$ cat src/hw/rtl/gcw_pkg.sv
`timescale 1ns / 1ps
`default_nettype none

package gcw_pkg;

    // Width class codes
    localparam logic [2:0] CLS_NEUTRAL = 3'd0;
    localparam logic [2:0] CLS_AMBIG   = 3'd1;
    localparam logic [2:0] CLS_HALF    = 3'd2;
    localparam logic [2:0] CLS_WIDE    = 3'd3;
    localparam logic [2:0] CLS_FULL    = 3'd4;
    localparam logic [2:0] CLS_NARROW  = 3'd5;

    // Configuration register indexes
    localparam int CFG_IDX_W = 3;
    localparam logic [CFG_IDX_W-1:0] CFG_WIDE_CONTEXT   = 3'd0;
    localparam logic [CFG_IDX_W-1:0] CFG_OVERRIDE_COUNT = 3'd1;
    localparam logic [CFG_IDX_W-1:0] CFG_BRIDGE_MAX     = 3'd2;
    localparam logic [CFG_IDX_W-1:0] CFG_CONTROL_LOW    = 3'd3;
    localparam logic [CFG_IDX_W-1:0] CFG_CONTROL_HIGH   = 3'd4;
    localparam logic [CFG_IDX_W-1:0] CFG_TRAP_LOW       = 3'd5;
    localparam logic [CFG_IDX_W-1:0] CFG_TRAP_HIGH      = 3'd6;
    localparam logic [CFG_IDX_W-1:0] CFG_SENTINEL_POINT = 3'd7;

    // Fixed width range table geometry
    localparam int ROM_SIZE    = 76;
    localparam int ROM_IDX_W   = 7;
    localparam int ROM_POINT_W = 18;

    typedef struct packed {
        logic        req_type;
        logic [63:0] code_point;
        logic        line_start;
        logic [3:0]  entry_index;
        logic [63:0] range_low;
        logic [63:0] range_high;
        logic [2:0]  entry_class;
    } gcw_in_t;

    typedef struct packed {
        logic [2:0]  width_class;
        logic [1:0]  cells;
        logic [31:0] column;
    } gcw_out_t;

    // One tailoring override entry as held in the store
    typedef struct packed {
        logic [63:0] low;
        logic [63:0] high;
        logic [2:0]  cls;
    } ovr_entry_t;

    // Range table search status towards the top level
    typedef struct packed {
        logic       done;
        logic [2:0] cls;
    } rom_status_t;

    typedef struct packed {
        logic [ROM_POINT_W-1:0] first;
        logic [ROM_POINT_W-1:0] last;
        logic [2:0]             cls;
    } rom_range_t;

    // Sorted, non-overlapping width ranges
    function automatic rom_range_t rom_range(input logic [ROM_IDX_W-1:0] idx);
        rom_range_t r;
        case (idx)
            7'd0:  r = '{18'h000C5, 18'h000C5, CLS_NEUTRAL};
            7'd1:  r = '{18'h001D3, 18'h001D3, CLS_NEUTRAL};
            7'd2:  r = '{18'h001D4, 18'h001D4, CLS_AMBIG};
            7'd3:  r = '{18'h01100, 18'h0115F, CLS_WIDE};
            7'd4:  r = '{18'h020A9, 18'h020A9, CLS_HALF};
            7'd5:  r = '{18'h0212B, 18'h0212B, CLS_AMBIG};
            7'd6:  r = '{18'h02E80, 18'h02FDF, CLS_WIDE};
            7'd7:  r = '{18'h03000, 18'h0303E, CLS_WIDE};
            7'd8:  r = '{18'h03041, 18'h033FF, CLS_WIDE};
            7'd9:  r = '{18'h03400, 18'h04DBF, CLS_WIDE};
            7'd10: r = '{18'h04E00, 18'h09FFF, CLS_WIDE};
            7'd11: r = '{18'h0A000, 18'h0A4CF, CLS_WIDE};
            7'd12: r = '{18'h0A960, 18'h0A97F, CLS_WIDE};
            7'd13: r = '{18'h0AC00, 18'h0D7A3, CLS_WIDE};
            7'd14: r = '{18'h0D7B0, 18'h0D7FF, CLS_WIDE};
            7'd15: r = '{18'h0F900, 18'h0FAFF, CLS_WIDE};
            7'd16: r = '{18'h0FE10, 18'h0FE19, CLS_WIDE};
            7'd17: r = '{18'h0FE30, 18'h0FE52, CLS_WIDE};
            7'd18: r = '{18'h0FE54, 18'h0FE66, CLS_WIDE};
            7'd19: r = '{18'h0FE68, 18'h0FE6B, CLS_WIDE};
            7'd20: r = '{18'h0FF00, 18'h0FF00, CLS_FULL};
            7'd21: r = '{18'h0FF01, 18'h0FF5E, CLS_FULL};
            7'd22: r = '{18'h0FF61, 18'h0FF9F, CLS_HALF};
            7'd23: r = '{18'h0FFA0, 18'h0FFBE, CLS_HALF};
            7'd24: r = '{18'h0FFC2, 18'h0FFC7, CLS_HALF};
            7'd25: r = '{18'h0FFCA, 18'h0FFCF, CLS_HALF};
            7'd26: r = '{18'h0FFD2, 18'h0FFD7, CLS_HALF};
            7'd27: r = '{18'h0FFDA, 18'h0FFDC, CLS_HALF};
            7'd28: r = '{18'h0FFE0, 18'h0FFE6, CLS_FULL};
            7'd29: r = '{18'h0FFE8, 18'h0FFEE, CLS_HALF};
            7'd30: r = '{18'h16FE0, 18'h16FE4, CLS_WIDE};
            7'd31: r = '{18'h17000, 18'h187F7, CLS_WIDE};
            7'd32: r = '{18'h18800, 18'h18CD5, CLS_WIDE};
            7'd33: r = '{18'h1B000, 18'h1B2FB, CLS_WIDE};
            7'd34: r = '{18'h1F004, 18'h1F004, CLS_WIDE};
            7'd35: r = '{18'h1F0CF, 18'h1F0CF, CLS_WIDE};
            7'd36: r = '{18'h1F18E, 18'h1F18E, CLS_WIDE};
            7'd37: r = '{18'h1F191, 18'h1F19A, CLS_WIDE};
            7'd38: r = '{18'h1F200, 18'h1F202, CLS_WIDE};
            7'd39: r = '{18'h1F210, 18'h1F23B, CLS_WIDE};
            7'd40: r = '{18'h1F240, 18'h1F248, CLS_WIDE};
            7'd41: r = '{18'h1F250, 18'h1F251, CLS_WIDE};
            7'd42: r = '{18'h1F260, 18'h1F265, CLS_WIDE};
            7'd43: r = '{18'h1F300, 18'h1F320, CLS_WIDE};
            7'd44: r = '{18'h1F32D, 18'h1F335, CLS_WIDE};
            7'd45: r = '{18'h1F337, 18'h1F37C, CLS_WIDE};
            7'd46: r = '{18'h1F37E, 18'h1F393, CLS_WIDE};
            7'd47: r = '{18'h1F3A0, 18'h1F3CA, CLS_WIDE};
            7'd48: r = '{18'h1F3CF, 18'h1F3D3, CLS_WIDE};
            7'd49: r = '{18'h1F3E0, 18'h1F3F0, CLS_WIDE};
            7'd50: r = '{18'h1F3F4, 18'h1F3F4, CLS_WIDE};
            7'd51: r = '{18'h1F3F8, 18'h1F43E, CLS_WIDE};
            7'd52: r = '{18'h1F440, 18'h1F440, CLS_WIDE};
            7'd53: r = '{18'h1F442, 18'h1F4FC, CLS_WIDE};
            7'd54: r = '{18'h1F4FF, 18'h1F53D, CLS_WIDE};
            7'd55: r = '{18'h1F54B, 18'h1F54E, CLS_WIDE};
            7'd56: r = '{18'h1F550, 18'h1F567, CLS_WIDE};
            7'd57: r = '{18'h1F57A, 18'h1F57A, CLS_WIDE};
            7'd58: r = '{18'h1F595, 18'h1F596, CLS_WIDE};
            7'd59: r = '{18'h1F5A4, 18'h1F5A4, CLS_WIDE};
            7'd60: r = '{18'h1F5FB, 18'h1F64F, CLS_WIDE};
            7'd61: r = '{18'h1F680, 18'h1F6C5, CLS_WIDE};
            7'd62: r = '{18'h1F6CC, 18'h1F6CC, CLS_WIDE};
            7'd63: r = '{18'h1F6D0, 18'h1F6D2, CLS_WIDE};
            7'd64: r = '{18'h1F6D5, 18'h1F6D7, CLS_WIDE};
            7'd65: r = '{18'h1F6DC, 18'h1F6DF, CLS_WIDE};
            7'd66: r = '{18'h1F6EB, 18'h1F6EC, CLS_WIDE};
            7'd67: r = '{18'h1F6F4, 18'h1F6FC, CLS_WIDE};
            7'd68: r = '{18'h1F7E0, 18'h1F7EB, CLS_WIDE};
            7'd69: r = '{18'h1F7F0, 18'h1F7F0, CLS_WIDE};
            7'd70: r = '{18'h1F90C, 18'h1F93A, CLS_WIDE};
            7'd71: r = '{18'h1F93C, 18'h1F945, CLS_WIDE};
            7'd72: r = '{18'h1F947, 18'h1F9FF, CLS_WIDE};
            7'd73: r = '{18'h1FA70, 18'h1FAFF, CLS_WIDE};
            7'd74: r = '{18'h20000, 18'h2FFFD, CLS_WIDE};
            7'd75: r = '{18'h30000, 18'h3FFFD, CLS_WIDE};
            // empty range: never matches
            default: r = '{18'h00001, 18'h00000, CLS_NARROW};
        endcase
        return r;
    endfunction

    // Grid cells taken by a class
    function automatic logic [1:0] cells_of(input logic [2:0] cls, input logic wide_ctx);
        logic [1:0] c;
        if ((cls == CLS_WIDE) || (cls == CLS_FULL) || ((cls == CLS_AMBIG) && wide_ctx)) begin
            c = 2'd2;
        end else begin
            c = 2'd1;
        end
        return c;
    endfunction

endpackage

`default_nettype wire

$ cat src/hw/rtl/gcw_rom_search.sv
`timescale 1ns / 1ps
`default_nettype none

module gcw_rom_search (
    input  wire logic        aclk,
    input  wire logic        aresetn,
    input  wire logic        start,
    input  wire logic [63:0] start_cp,
    output gcw_pkg::rom_status_t status
);
    import gcw_pkg::*;

    logic [ROM_IDX_W-1:0]   lo_reg;
    logic [ROM_IDX_W-1:0]   hi_reg;
    logic                   busy_reg;
    logic                   done_reg;
    logic [2:0]             cls_reg;
    logic [ROM_POINT_W-1:0] cp_reg;
    logic                   cp_big_reg;

    logic [ROM_IDX_W-1:0]   mid;
    logic [ROM_IDX_W-1:0]   lo_next;
    logic [ROM_IDX_W-1:0]   hi_next;
    rom_range_t             probe;
    logic                   below;
    logic                   above;

    // One probe of the range table per cycle
    always_comb begin
        mid   = lo_reg + ((hi_reg - lo_reg) >> 1);
        probe = rom_range(mid);
        below = !cp_big_reg && (cp_reg < probe.first);
        above = cp_big_reg || (cp_reg > probe.last);
        lo_next = lo_reg;
        hi_next = hi_reg;
        if (below) begin
            hi_next = mid;
        end else if (above) begin
            lo_next = mid + 1'b1;
        end
    end

    always_ff @(posedge aclk) begin
        if (!aresetn) begin
            busy_reg <= 1'b0;
            done_reg <= 1'b0;
        end else if (start) begin
            busy_reg <= 1'b1;
            done_reg <= 1'b0;
        end else if (busy_reg) begin
            if ((!below && !above) || (lo_next >= hi_next)) begin
                busy_reg <= 1'b0;
                done_reg <= 1'b1;
            end
        end
    end

    // Search window and result
    always_ff @(posedge aclk) begin
        if (start) begin
            lo_reg     <= '0;
            hi_reg     <= ROM_IDX_W'(ROM_SIZE);
            cp_reg     <= start_cp[ROM_POINT_W-1:0];
            cp_big_reg <= (start_cp[63:ROM_POINT_W] != '0);
        end else if (busy_reg) begin
            lo_reg <= lo_next;
            hi_reg <= hi_next;
            if (!below && !above) begin
                cls_reg <= probe.cls;
            end else if (lo_next >= hi_next) begin
                cls_reg <= CLS_NARROW;
            end
        end
    end

    assign status.done = done_reg;
    assign status.cls  = cls_reg;

endmodule

`default_nettype wire

$ cat config.mk
export PLATFORM = sky130hd
export DESIGN_NAME = gcw_rom_search
export DESIGN_NICKNAME = d
export VERILOG_FILES = /design/src/hw/rtl/gcw_pkg.sv /design/src/hw/rtl/gcw_rom_search.sv
export SDC_FILE = /design/constraint.sdc
export NUM_CORES = 1
export LEC_CHECK = 0
export BUFFER_PORTS_ARGS = -buffer_cell sky130_fd_sc_hd__buf_2
export CAP_MARGIN = 25
export CORE_UTILIZATION = 30
export CTS_CLUSTER_SIZE = 8
export DETAILED_ROUTE_END_ITERATION = 7
export PLACE_DENSITY = 0.55
export SYNTH_ARGS = -nofsm -noshare
export SYNTH_HDL_FRONTEND = slang
export SYNTH_MEMORY_MAX_BITS = 65536
export SYNTH_SLANG_ARGS = --single-unit
$ cat constraint.sdc
create_clock -name aclk -period 6.7 [get_ports aclk]
set_input_delay 0 -clock aclk [delete_from_list [all_inputs] [get_ports aclk]]
set_output_delay 0 -clock aclk [all_outputs]
set_load 0.02 [all_outputs]
==> results.cfg <==
[run_status]
status = finished, final reports clean

[floorplan]
die_area_um2 = 19500
die_h_um = 140
start_util_pct = 31.1
num_io_pins = 71
core_area_um2 = 18300
die_w_um = 140
num_rows = 49

[hold_path]
hp-class = in -> reg
holdPathStages = 3
min_to = cp_big_reg
min-delay-start = start_cp[36]

[synth]
synth_top_cell_by_area = ha_1
synth_edf_count = 22
synth-seq-cells = 38
yosysUniqueCellTypes = 64
yosys.cell_count.top_type = o21ai_0
yosys_most_used_dff = edfxtp_1
avgSynthCellArea_um2 = 7.13
yosysSeqAreaShare_pct = 17.3
synth_top_area_share_pct = 15.4
synth.area.top_cells = ha_1 (15%), edfxtp_1 (12%), o21ai_0 (7.8%), a21oi_1 (7.7%), dfxtp_1 (5.6%)
yosys-top-cells-count = o21ai_0 (89), a21oi_1 (87), nor2_1 (80), nand2_1 (74), ha_1 (70)
postSynth.asyncResetShare_pct = 0
ys_warn_count = 0
synthesis.area_um2 = 5680
syn_nets = 936
syn-instance-count = 797

[cells_and_area]
nFillCells = 1843
area_growth_pct = 45.9
largest_reg_flops = 18
finalNetCount = 1135
fin_util_pct = 45.4
final_cell_area_um2 = 8290
drive_gt1_share_pct = 31.0
num_antenna_cells = 0

[placed_design]
placed_cell_area_um2 = 7230
io_buffers = 70
pre_cts_ws_ns = -0.0505
place.gp.congestion = 1.03
hpwl_mm = 19.7

[detailed_routing]
post_drt_via_cell_ratio = 6.16
wire_per_inst_um = 21.7
num_vias = 7553
drtAntennaViolNets = 0
dr.first_iter.drc_count = 992
wl_mm = 26.6
drtPass1Iterations = 8
drcViolationCount = 0

[cts]
tritoncts = yes
cts-root-buf = clkbuf_16
numCtsBuffers = 5
h-tree-depth = 2
cts_max_path_buffers = 2
clock_latency_ns = 0.29
clk_pin_slew_ns = 0.06
cts.sinks = 38

[flow_run]
maxCapViolCount = 0

[sta]
finClkSkew_ns = 0.00642
finalCritPeriodShare_pct = 97.6
finalWorstSetupSlack_ns = 0.159
maxSlewViolCount = 0
hold_violations = 0
slew_headroom_pct = 58.3
min_period_ns = 6.54
fmax_ghz = 0.153
tightest_slew_ns = 0.626
rsz0062_at_grt = true
finalSetupViolations = 0

[setup_path]
end_kind = register
required_ns = 6.74
r2r_start = hi_reg[0]
cp.arrival_ns = 6.58
slowest_delay_ns = 0.57
rr_endpoint = cls_reg[2]
path_max_fanout = 8
cp_common_cell = ha_1
critPathSlowestCell = fa_2
rr_worst_depth = 30
cp-start-kind = register
rrSetupSlack_ns = 0.16
path_class = reg -> reg
startpoint = hi_reg[0]

[global_route]
grt_pass1_wl_mm = 39.6
groute.usage.overall_pct = 26.2
overflow = 0
antenna_found_initial = 0
grt_pass1_vias = 6898
grt_max_degree = 29
## timing repair
action / CTS / global route
hold buffers: 21 / 0
hold endpoints to repair: 20 / 0
gates resized for setup: 20 / 86
cloned: 2 / 2
buffers inserted: 5 / 21
setup endpoints to repair: 5 / 5
pin swaps: 9 / 34
## cell type report
cell class                 instances  area [um2]  area share, %
clock buffer                       6         150           1.81
clock inverter                     2        38.8          0.468
inverter                          21        78.8          0.951
multi-input combinational        678        4710           56.8
sequential                        38         983           11.9
tap                              229         287           3.46
timing repair buffer             252        2040           24.6
## metal layers
layer  vias to the layer above  global-route usage (%)  wire length, um
li1                       3438                       -                -
met1                      3412                    36.0            10900
met2                       583                    39.4            11300
met3                       120                    3.34             2780
met4                         0                    15.3             1600
met5                         -                       0                0
## worst max-delay path, delay by kind of cell (launching register included)
kind / cells / cell delay [ns]
AOI/OAI and AO/OA: 10 / 1.94
DFF: 1 / 0.31
adders and majority gates: 6 / 2.26
and+or+nand+nor: 11 / 1.45
buffers and inverters: 3 / 0.35
## placed cells by master (no fill, tap or decap), types with 6 or more instances in the layout
master and n:
nand2_1 71, a21oi_1 76, o211ai_1 18, a221oi_1 6, buf_12 12, xnor2_1 10, inv_1 17, dlygate4sd3_1 21
a22oi_1 6, o221ai_1 8, nor4_1 11, a211o_1 6, clkbuf_16 8, buf_4 135, nand3_1 29, nand2b_1 8
ha_1 63, nor2_1 71, o21ai_1 16, o21ai_0 69, a21o_1 12, a31oi_1 17, nand4_1 13, nor2_2 7
buf_6 10, nor3_1 25, edfxtp_1 22, dfxtp_1 14, a21oi_2 11, o311ai_0 8, buf_2 70
## cells by family (layout without fill, tap and decap cells)
kind of cell / after synthesis / after routing / share of synthesized area, %
adder cells (fa/ha/maj): 72 / 72 / 16.1
AND/OR/NAND/NOR: 266 / 266 / 21.5
multiplexers: 3 / 3 / 0.529
XOR/XNOR: 15 / 15 / 2.45
flip-flops: 38 / 38 / 17.3
AO/OA/AOI/OAI: 322 / 322 / 36.6
buffers and inverters: 81 / 281 / 5.55
## stage by stage
step	TNS, ns	std cells	hold WS [ns]
after floorplan	0	797	0.0989
after global placement	-0.0782	1167	0.176
after detailed placement	-0.174	1167	0.178
after CTS	0	1203	0.0253
after global routing	-0.390	1226	0.0344
final	0	1226	0.0239
## worst max path at each step
stage	endpoint	slack [ns]	cells after the start
floorplan	cls_reg[0]	0.05	31
global placement	cls_reg[1]	-0.03	30
detailed placement	cls_reg[1]	-0.05	31
CTS	cls_reg[2]	0.02	31
global route	cls_reg[0]	-0.1	34
finish	cls_reg[2]	0.16	30
Power is not shown: default switching activity piles up to over one toggle a cycle in this logic, so the estimate is an artifact.
