[config.mk]
export PLATFORM = sky130hd
export DESIGN_NAME = gcw_ovr_store
export DESIGN_NICKNAME = d
export VERILOG_FILES = /design/src/hw/rtl/gcw_pkg.sv /design/src/hw/rtl/gcw_ovr_store.sv
export SDC_FILE = /design/constraint.sdc
export NUM_CORES = 2
export LEC_CHECK = 0
export BUFFER_PORTS_ARGS = -buffer_cell sky130_fd_sc_hd__buf_2
export CAP_MARGIN = 30
export CORE_ASPECT_RATIO = 1.2
export CORE_MARGIN = 2
export CORE_UTILIZATION = 55
export CTS_BUF_LIST = sky130_fd_sc_hd__clkbuf_8
export CTS_CLUSTER_SIZE = 16
export DETAILED_ROUTE_END_ITERATION = 8
export GPL_TIMING_DRIVEN = 0
export PLACE_DENSITY_LB_ADDON = 0.08
export SLEW_MARGIN = 10
export SYNTH_ARGS = -nofsm -noshare
export SYNTH_HDL_FRONTEND = slang
export SYNTH_SLANG_ARGS = --single-unit
export TNS_END_PERCENT = 1
[constraint.sdc]
create_clock -name aclk -period 22.3 [get_ports aclk]
set_input_delay 1.115 -clock aclk [delete_from_list [all_inputs] [get_ports aclk]]
set_output_delay 1.115 -clock aclk [all_outputs]
set_load 0.02 [all_outputs]
[src/hw/rtl/gcw_pkg.sv]
`timescale 1ns / 1ps
`default_nettype none

package gcw_pkg;

    // Width class codes
    localparam logic [2:0] CLS_NEUTRAL = 3'd0;
    localparam logic [2:0] CLS_AMBIG   = 3'd1;
    localparam logic [2:0] CLS_HALF    = 3'd2;
    localparam logic [2:0] CLS_WIDE    = 3'd3;
    localparam logic [2:0] CLS_FULL    = 3'd4;
    localparam logic [2:0] CLS_NARROW  = 3'd5;

    // Configuration register indexes
    localparam int CFG_IDX_W = 3;
    localparam logic [CFG_IDX_W-1:0] CFG_WIDE_CONTEXT   = 3'd0;
    localparam logic [CFG_IDX_W-1:0] CFG_OVERRIDE_COUNT = 3'd1;
    localparam logic [CFG_IDX_W-1:0] CFG_BRIDGE_MAX     = 3'd2;
    localparam logic [CFG_IDX_W-1:0] CFG_CONTROL_LOW    = 3'd3;
    localparam logic [CFG_IDX_W-1:0] CFG_CONTROL_HIGH   = 3'd4;
    localparam logic [CFG_IDX_W-1:0] CFG_TRAP_LOW       = 3'd5;
    localparam logic [CFG_IDX_W-1:0] CFG_TRAP_HIGH      = 3'd6;
    localparam logic [CFG_IDX_W-1:0] CFG_SENTINEL_POINT = 3'd7;

    // Fixed width range table geometry
    localparam int ROM_SIZE    = 76;
    localparam int ROM_IDX_W   = 7;
    localparam int ROM_POINT_W = 18;

    typedef struct packed {
        logic        req_type;
        logic [63:0] code_point;
        logic        line_start;
        logic [3:0]  entry_index;
        logic [63:0] range_low;
        logic [63:0] range_high;
        logic [2:0]  entry_class;
    } gcw_in_t;

    typedef struct packed {
        logic [2:0]  width_class;
        logic [1:0]  cells;
        logic [31:0] column;
    } gcw_out_t;

    // One tailoring override entry as held in the store
    typedef struct packed {
        logic [63:0] low;
        logic [63:0] high;
        logic [2:0]  cls;
    } ovr_entry_t;

    // Range table search status towards the top level
    typedef struct packed {
        logic       done;
        logic [2:0] cls;
    } rom_status_t;

    typedef struct packed {
        logic [ROM_POINT_W-1:0] first;
        logic [ROM_POINT_W-1:0] last;
        logic [2:0]             cls;
    } rom_range_t;

    // Sorted, non-overlapping width ranges
    function automatic rom_range_t rom_range(input logic [ROM_IDX_W-1:0] idx);
        rom_range_t r;
        case (idx)
            7'd0:  r = '{18'h000C5, 18'h000C5, CLS_NEUTRAL};
            7'd1:  r = '{18'h001D3, 18'h001D3, CLS_NEUTRAL};
            7'd2:  r = '{18'h001D4, 18'h001D4, CLS_AMBIG};
            7'd3:  r = '{18'h01100, 18'h0115F, CLS_WIDE};
            7'd4:  r = '{18'h020A9, 18'h020A9, CLS_HALF};
            7'd5:  r = '{18'h0212B, 18'h0212B, CLS_AMBIG};
            7'd6:  r = '{18'h02E80, 18'h02FDF, CLS_WIDE};
            7'd7:  r = '{18'h03000, 18'h0303E, CLS_WIDE};
            7'd8:  r = '{18'h03041, 18'h033FF, CLS_WIDE};
            7'd9:  r = '{18'h03400, 18'h04DBF, CLS_WIDE};
            7'd10: r = '{18'h04E00, 18'h09FFF, CLS_WIDE};
            7'd11: r = '{18'h0A000, 18'h0A4CF, CLS_WIDE};
            7'd12: r = '{18'h0A960, 18'h0A97F, CLS_WIDE};
            7'd13: r = '{18'h0AC00, 18'h0D7A3, CLS_WIDE};
            7'd14: r = '{18'h0D7B0, 18'h0D7FF, CLS_WIDE};
            7'd15: r = '{18'h0F900, 18'h0FAFF, CLS_WIDE};
            7'd16: r = '{18'h0FE10, 18'h0FE19, CLS_WIDE};
            7'd17: r = '{18'h0FE30, 18'h0FE52, CLS_WIDE};
            7'd18: r = '{18'h0FE54, 18'h0FE66, CLS_WIDE};
            7'd19: r = '{18'h0FE68, 18'h0FE6B, CLS_WIDE};
            7'd20: r = '{18'h0FF00, 18'h0FF00, CLS_FULL};
            7'd21: r = '{18'h0FF01, 18'h0FF5E, CLS_FULL};
            7'd22: r = '{18'h0FF61, 18'h0FF9F, CLS_HALF};
            7'd23: r = '{18'h0FFA0, 18'h0FFBE, CLS_HALF};
            7'd24: r = '{18'h0FFC2, 18'h0FFC7, CLS_HALF};
            7'd25: r = '{18'h0FFCA, 18'h0FFCF, CLS_HALF};
            7'd26: r = '{18'h0FFD2, 18'h0FFD7, CLS_HALF};
            7'd27: r = '{18'h0FFDA, 18'h0FFDC, CLS_HALF};
            7'd28: r = '{18'h0FFE0, 18'h0FFE6, CLS_FULL};
            7'd29: r = '{18'h0FFE8, 18'h0FFEE, CLS_HALF};
            7'd30: r = '{18'h16FE0, 18'h16FE4, CLS_WIDE};
            7'd31: r = '{18'h17000, 18'h187F7, CLS_WIDE};
            7'd32: r = '{18'h18800, 18'h18CD5, CLS_WIDE};
            7'd33: r = '{18'h1B000, 18'h1B2FB, CLS_WIDE};
            7'd34: r = '{18'h1F004, 18'h1F004, CLS_WIDE};
            7'd35: r = '{18'h1F0CF, 18'h1F0CF, CLS_WIDE};
            7'd36: r = '{18'h1F18E, 18'h1F18E, CLS_WIDE};
            7'd37: r = '{18'h1F191, 18'h1F19A, CLS_WIDE};
            7'd38: r = '{18'h1F200, 18'h1F202, CLS_WIDE};
            7'd39: r = '{18'h1F210, 18'h1F23B, CLS_WIDE};
            7'd40: r = '{18'h1F240, 18'h1F248, CLS_WIDE};
            7'd41: r = '{18'h1F250, 18'h1F251, CLS_WIDE};
            7'd42: r = '{18'h1F260, 18'h1F265, CLS_WIDE};
            7'd43: r = '{18'h1F300, 18'h1F320, CLS_WIDE};
            7'd44: r = '{18'h1F32D, 18'h1F335, CLS_WIDE};
            7'd45: r = '{18'h1F337, 18'h1F37C, CLS_WIDE};
            7'd46: r = '{18'h1F37E, 18'h1F393, CLS_WIDE};
            7'd47: r = '{18'h1F3A0, 18'h1F3CA, CLS_WIDE};
            7'd48: r = '{18'h1F3CF, 18'h1F3D3, CLS_WIDE};
            7'd49: r = '{18'h1F3E0, 18'h1F3F0, CLS_WIDE};
            7'd50: r = '{18'h1F3F4, 18'h1F3F4, CLS_WIDE};
            7'd51: r = '{18'h1F3F8, 18'h1F43E, CLS_WIDE};
            7'd52: r = '{18'h1F440, 18'h1F440, CLS_WIDE};
            7'd53: r = '{18'h1F442, 18'h1F4FC, CLS_WIDE};
            7'd54: r = '{18'h1F4FF, 18'h1F53D, CLS_WIDE};
            7'd55: r = '{18'h1F54B, 18'h1F54E, CLS_WIDE};
            7'd56: r = '{18'h1F550, 18'h1F567, CLS_WIDE};
            7'd57: r = '{18'h1F57A, 18'h1F57A, CLS_WIDE};
            7'd58: r = '{18'h1F595, 18'h1F596, CLS_WIDE};
            7'd59: r = '{18'h1F5A4, 18'h1F5A4, CLS_WIDE};
            7'd60: r = '{18'h1F5FB, 18'h1F64F, CLS_WIDE};
            7'd61: r = '{18'h1F680, 18'h1F6C5, CLS_WIDE};
            7'd62: r = '{18'h1F6CC, 18'h1F6CC, CLS_WIDE};
            7'd63: r = '{18'h1F6D0, 18'h1F6D2, CLS_WIDE};
            7'd64: r = '{18'h1F6D5, 18'h1F6D7, CLS_WIDE};
            7'd65: r = '{18'h1F6DC, 18'h1F6DF, CLS_WIDE};
            7'd66: r = '{18'h1F6EB, 18'h1F6EC, CLS_WIDE};
            7'd67: r = '{18'h1F6F4, 18'h1F6FC, CLS_WIDE};
            7'd68: r = '{18'h1F7E0, 18'h1F7EB, CLS_WIDE};
            7'd69: r = '{18'h1F7F0, 18'h1F7F0, CLS_WIDE};
            7'd70: r = '{18'h1F90C, 18'h1F93A, CLS_WIDE};
            7'd71: r = '{18'h1F93C, 18'h1F945, CLS_WIDE};
            7'd72: r = '{18'h1F947, 18'h1F9FF, CLS_WIDE};
            7'd73: r = '{18'h1FA70, 18'h1FAFF, CLS_WIDE};
            7'd74: r = '{18'h20000, 18'h2FFFD, CLS_WIDE};
            7'd75: r = '{18'h30000, 18'h3FFFD, CLS_WIDE};
            // empty range: never matches
            default: r = '{18'h00001, 18'h00000, CLS_NARROW};
        endcase
        return r;
    endfunction

    // Grid cells taken by a class
    function automatic logic [1:0] cells_of(input logic [2:0] cls, input logic wide_ctx);
        logic [1:0] c;
        if ((cls == CLS_WIDE) || (cls == CLS_FULL) || ((cls == CLS_AMBIG) && wide_ctx)) begin
            c = 2'd2;
        end else begin
            c = 2'd1;
        end
        return c;
    endfunction

endpackage

`default_nettype wire

[src/hw/rtl/gcw_ovr_store.sv]
`timescale 1ns / 1ps
`default_nettype none

module gcw_ovr_store #(
    parameter int DEPTH = 16,
    localparam int IDX_W = (DEPTH > 1) ? $clog2(DEPTH) : 1
) (
    input  wire logic                aclk,
    input  wire logic                wr_en,
    input  wire logic [IDX_W-1:0]    wr_addr,
    input  wire gcw_pkg::ovr_entry_t wr_entry,
    input  wire logic                rd_en,
    input  wire logic [IDX_W-1:0]    rd_addr,
    output gcw_pkg::ovr_entry_t      rd_entry
);
    import gcw_pkg::*;

    // Override table, one write and one registered read per cycle
    ovr_entry_t ovr_mem [DEPTH];
    ovr_entry_t rd_entry_reg;

    always_ff @(posedge aclk) begin
        if (wr_en) begin
            ovr_mem[wr_addr] <= wr_entry;
        end
    end

    always_ff @(posedge aclk) begin
        if (rd_en) begin
            rd_entry_reg <= ovr_mem[rd_addr];
        end
    end

    assign rd_entry = rd_entry_reg;

endmodule

`default_nettype wire

==> impl_metrics.env <==
export IMPL_status="complete, no violations"
export IMPL_required_ns=23.00
export IMPL_row_count=155
export IMPL_dp_cells=5829
export IMPL_finClkSkew_ns=0.03756
export IMPL_wl_per_cell_um=31.38
export IMPL_tightest_slew_ns=1.017
export IMPL_ant_nets=0
export IMPL_max_freq_mhz=302.3
export IMPL_holdBufCountCts=0
export IMPL_crit_chain="buf_2 > or3b_2 > nor3_2 > buf_6 > buf_4 > buf_4 > buf_4 > buf_6 > buf_4 > buf_4"
export IMPL_syn_nets=3561
export IMPL_vdd_drop_max_mv=0.07701
export IMPL_core_um2=148900
export IMPL_die_h_um=428.5
export IMPL_rsz0062_at_grt="false"
export IMPL_pre_cts_ws_ns=18.00
export IMPL_initial_core_util_pct=55.46
export IMPL_insertion_delay_ns=1.03
export IMPL_critical_path_buf_inv_count=8
export IMPL_startpoint_type="input port"
export IMPL_clockBufferDepth=4
export IMPL_grt_usage_pct=26.74
export IMPL_critPathArrivalTime_ns=4.01
export IMPL_cts_tree="done"
export IMPL_worstRegToRegCells=3
export IMPL_crit_slowest_cell="nor3_2"
export IMPL_synth_area_um2=82600
export IMPL_min_period_ns=3.309
export IMPL_routed_wl_um=202300
export IMPL_setup_ws_ns=18.99
export IMPL_crit_cells=10
export IMPL_leakagePower_uw=0.03136
export IMPL_grt_met2_usage_pct=43.47
export IMPL_hp_class="input port to flop"
export IMPL_htree_levels=5
export IMPL_use_met3_pct=6.749
export IMPL_grt_max_degree=79
export IMPL_setup_violations=0
export IMPL_postCtsSetupBuffers=0
export IMPL_grt_busiest_layer="met2"
export IMPL_final_util_pct=64.14
export IMPL_cp_end_kind="flop"
export IMPL_yosysSeqAreaShare_pct=80.96
export IMPL_ys_ff_latch=2227
export IMPL_power_density_nw_per_um2=86.60
export IMPL_crit_path_frequent_cell="buf_4"
export IMPL_setup_worst_path_start="wr_addr[2]"
export IMPL_syn_inst=3419
export IMPL_dr_pass1_iters=5
export IMPL_grt_pass1_vias=41530
export IMPL_cts_sinks=2227
export IMPL_endpoint="ovr_mem[0][41]$_DFFE_PP_"
export IMPL_max_stage_delay_ns=0.62
export IMPL_root_buffer="clkbuf_8"
export IMPL_use_met1_pct=35.93
export IMPL_relSlewSlack_pct=32.18
export IMPL_critical_path_max_fanout=8
export IMPL_dieArea_um2=153300
export IMPL_instances_no_fill=6448
export IMPL_antenna_found_initial=46
export IMPL_slew_viol_final=0
export IMPL_grt_first_pass_wirelength_um=287700
export IMPL_routed_via_count=39710
export IMPL_fin_nets=4361
export IMPL_die_x_um=357.8
export IMPL_worst_hold_slack_ns=0.4522
export IMPL_synth_cell_types=24
export IMPL_period_share_pct=14.84
export IMPL_grt_ovfl_total=0
export IMPL_drive_gt1_share_pct=34.64
export IMPL_via_per_inst=6.159
export IMPL_nFillCells=9926
export IMPL_drc=0
export IMPL_rr_endpoint="rd_entry[48]$_DFFE_PP_"
export IMPL_path_delay_family="buffers and inverters"
export IMPL_clkTransAtPathRegs_ns=0.07
export IMPL_worstReg2RegStart="ovr_mem[5][48]$_DFFE_PP_"
export IMPL_detail_route_iter0_violations=4700
export IMPL_syn2layout_area_growth_pct=15.65
export IMPL_crit_type="input port to flop"
export IMPL_largest_reg_flops=2096
export IMPL_fin_setup_tns_ns=0
export IMPL_cts_inserted_buffers=349
export IMPL_hold_viol=0
export IMPL_pin_count=273
export IMPL_place_hpwl_um=130100
export IMPL_syn_mean_instance_area_um2=24.16
export IMPL_cts_resized_gates=0
export IMPL_place_port_buffers=268
export IMPL_globalplace_congestion=0.7453
export IMPL_ys_warn_count=0
export IMPL_r2r_slack_ns=20.63
export IMPL_maxCapViolations=0
kinds of logic (layout without fill, tap and decap cells):
| kind of cell | count (synthesis) | count (layout) | synth area share, % |
|---|---|---|---|
| DFF | 2227 | 2227 | 80.96 |
| other | 0 | 20 | 0 |
| AOI/OAI and AO/OA | 273 | 273 | 2.498 |
| muxes | 569 | 569 | 14.49 |
| and+or+nand+nor | 170 | 170 | 0.9225 |
| buffers and inverters | 180 | 1227 | 1.133 |
worst min path at each step:
| stage | start | to | depth (start not counted) | slack (ns) |
|---|---|---|---|---|
| after CTS | wr_entry[62] | ovr_mem[11][62]$_DFFE_PP_ | 1 | 0.34 |
| after detailed placement | ovr_mem[14][100]$_DFFE_PP_ | rd_entry[100]$_DFFE_PP_ | 3 | 0.73 |
| after global routing | wr_entry[8] | ovr_mem[2][8]$_DFFE_PP_ | 1 | 0.40 |
| final | wr_entry[62] | ovr_mem[11][62]$_DFFE_PP_ | 1 | 0.45 |
| after floorplan | ovr_mem[14][0]$_DFFE_PP_ | rd_entry[0]$_DFFE_PP_ | 3 | 0.71 |
| after global placement | ovr_mem[12][100]$_DFFE_PP_ | rd_entry[100]$_DFFE_PP_ | 3 | 0.73 |
layout by cell type (no fill, tap or decap), types with 45 or more instances in the layout:
cell type	n
mux4_2	496
edfxtp_1	2227
buf_12	62
clkinv_1	77
clkbuf_1	58
mux2_2	51
buf_4	88
nand2_1	105
buf_2	349
clkinv_2	45
inv_1	108
a22oi_1	229
clkbuf_8	353
per-stage QoR:
step,total power (uW),cell area [um2]
finish,8273,95530
global route,8555,95490
CTS,8340,95460
detailed placement,5304,89390
global placement,5290,86400
floorplan,5086,82600
synthesized netlist by cell type:
library cell | n | share of area [%]
a221oi_1 | 12 | 0.13
nor2_1 | 15 | 0.068
clkbuf_1 | 58 | 0.26
and2_1 | 3 | 0.023
buf_4 | 32 | 0.29
o22a_1 | 5 | 0.053
buf_2 | 82 | 0.50
nor2b_1 | 22 | 0.17
o21ai_0 | 11 | 0.067
mux2i_1 | 22 | 0.27
a22oi_1 | 229 | 2.1
nor3_1 | 4 | 0.024
o221ai_1 | 16 | 0.17
mux4_2 | 496 | 14
buf_6 | 5 | 0.068
nand3b_1 | 2 | 0.018
nand2b_1 | 16 | 0.12
nand3_1 | 1 | 0.0061
nand2_1 | 105 | 0.48
or2_2 | 1 | 0.0076
edfxtp_1 | 2227 | 81
or3b_2 | 1 | 0.011
mux2_2 | 51 | 0.70
buf_1 | 3 | 0.014
metal layers:
metal  routed length (um)  part of all wire [%]  vias up
met3                17510                   8.7      352
met4                 5166                   2.6       42
met2               101400                    50     1804
li1                     -                     -    16400
met1                77940                    39    21110
met5                  263                  0.13        -
power breakdown:
group	internal [uW]	switching, uW
Sequential	4720	29.2
Combinational	178	289
Clock	1560	1500
Total	6450	1820
layout make-up:
class	count	area, um2	share of cell area (%)
antenna	20	50.05	0.05239
timing repair buffer	449	4237	4.435
clock inverter	245	1212	1.269
clock buffer	353	4858	5.086
sequential	2227	66870	70.01
tap	1962	2455	2.570
buffer	180	935.9	0.9797
multi-input combinational	1012	14900	15.60
No activity file was read; power rests on OpenSTA's default activity.
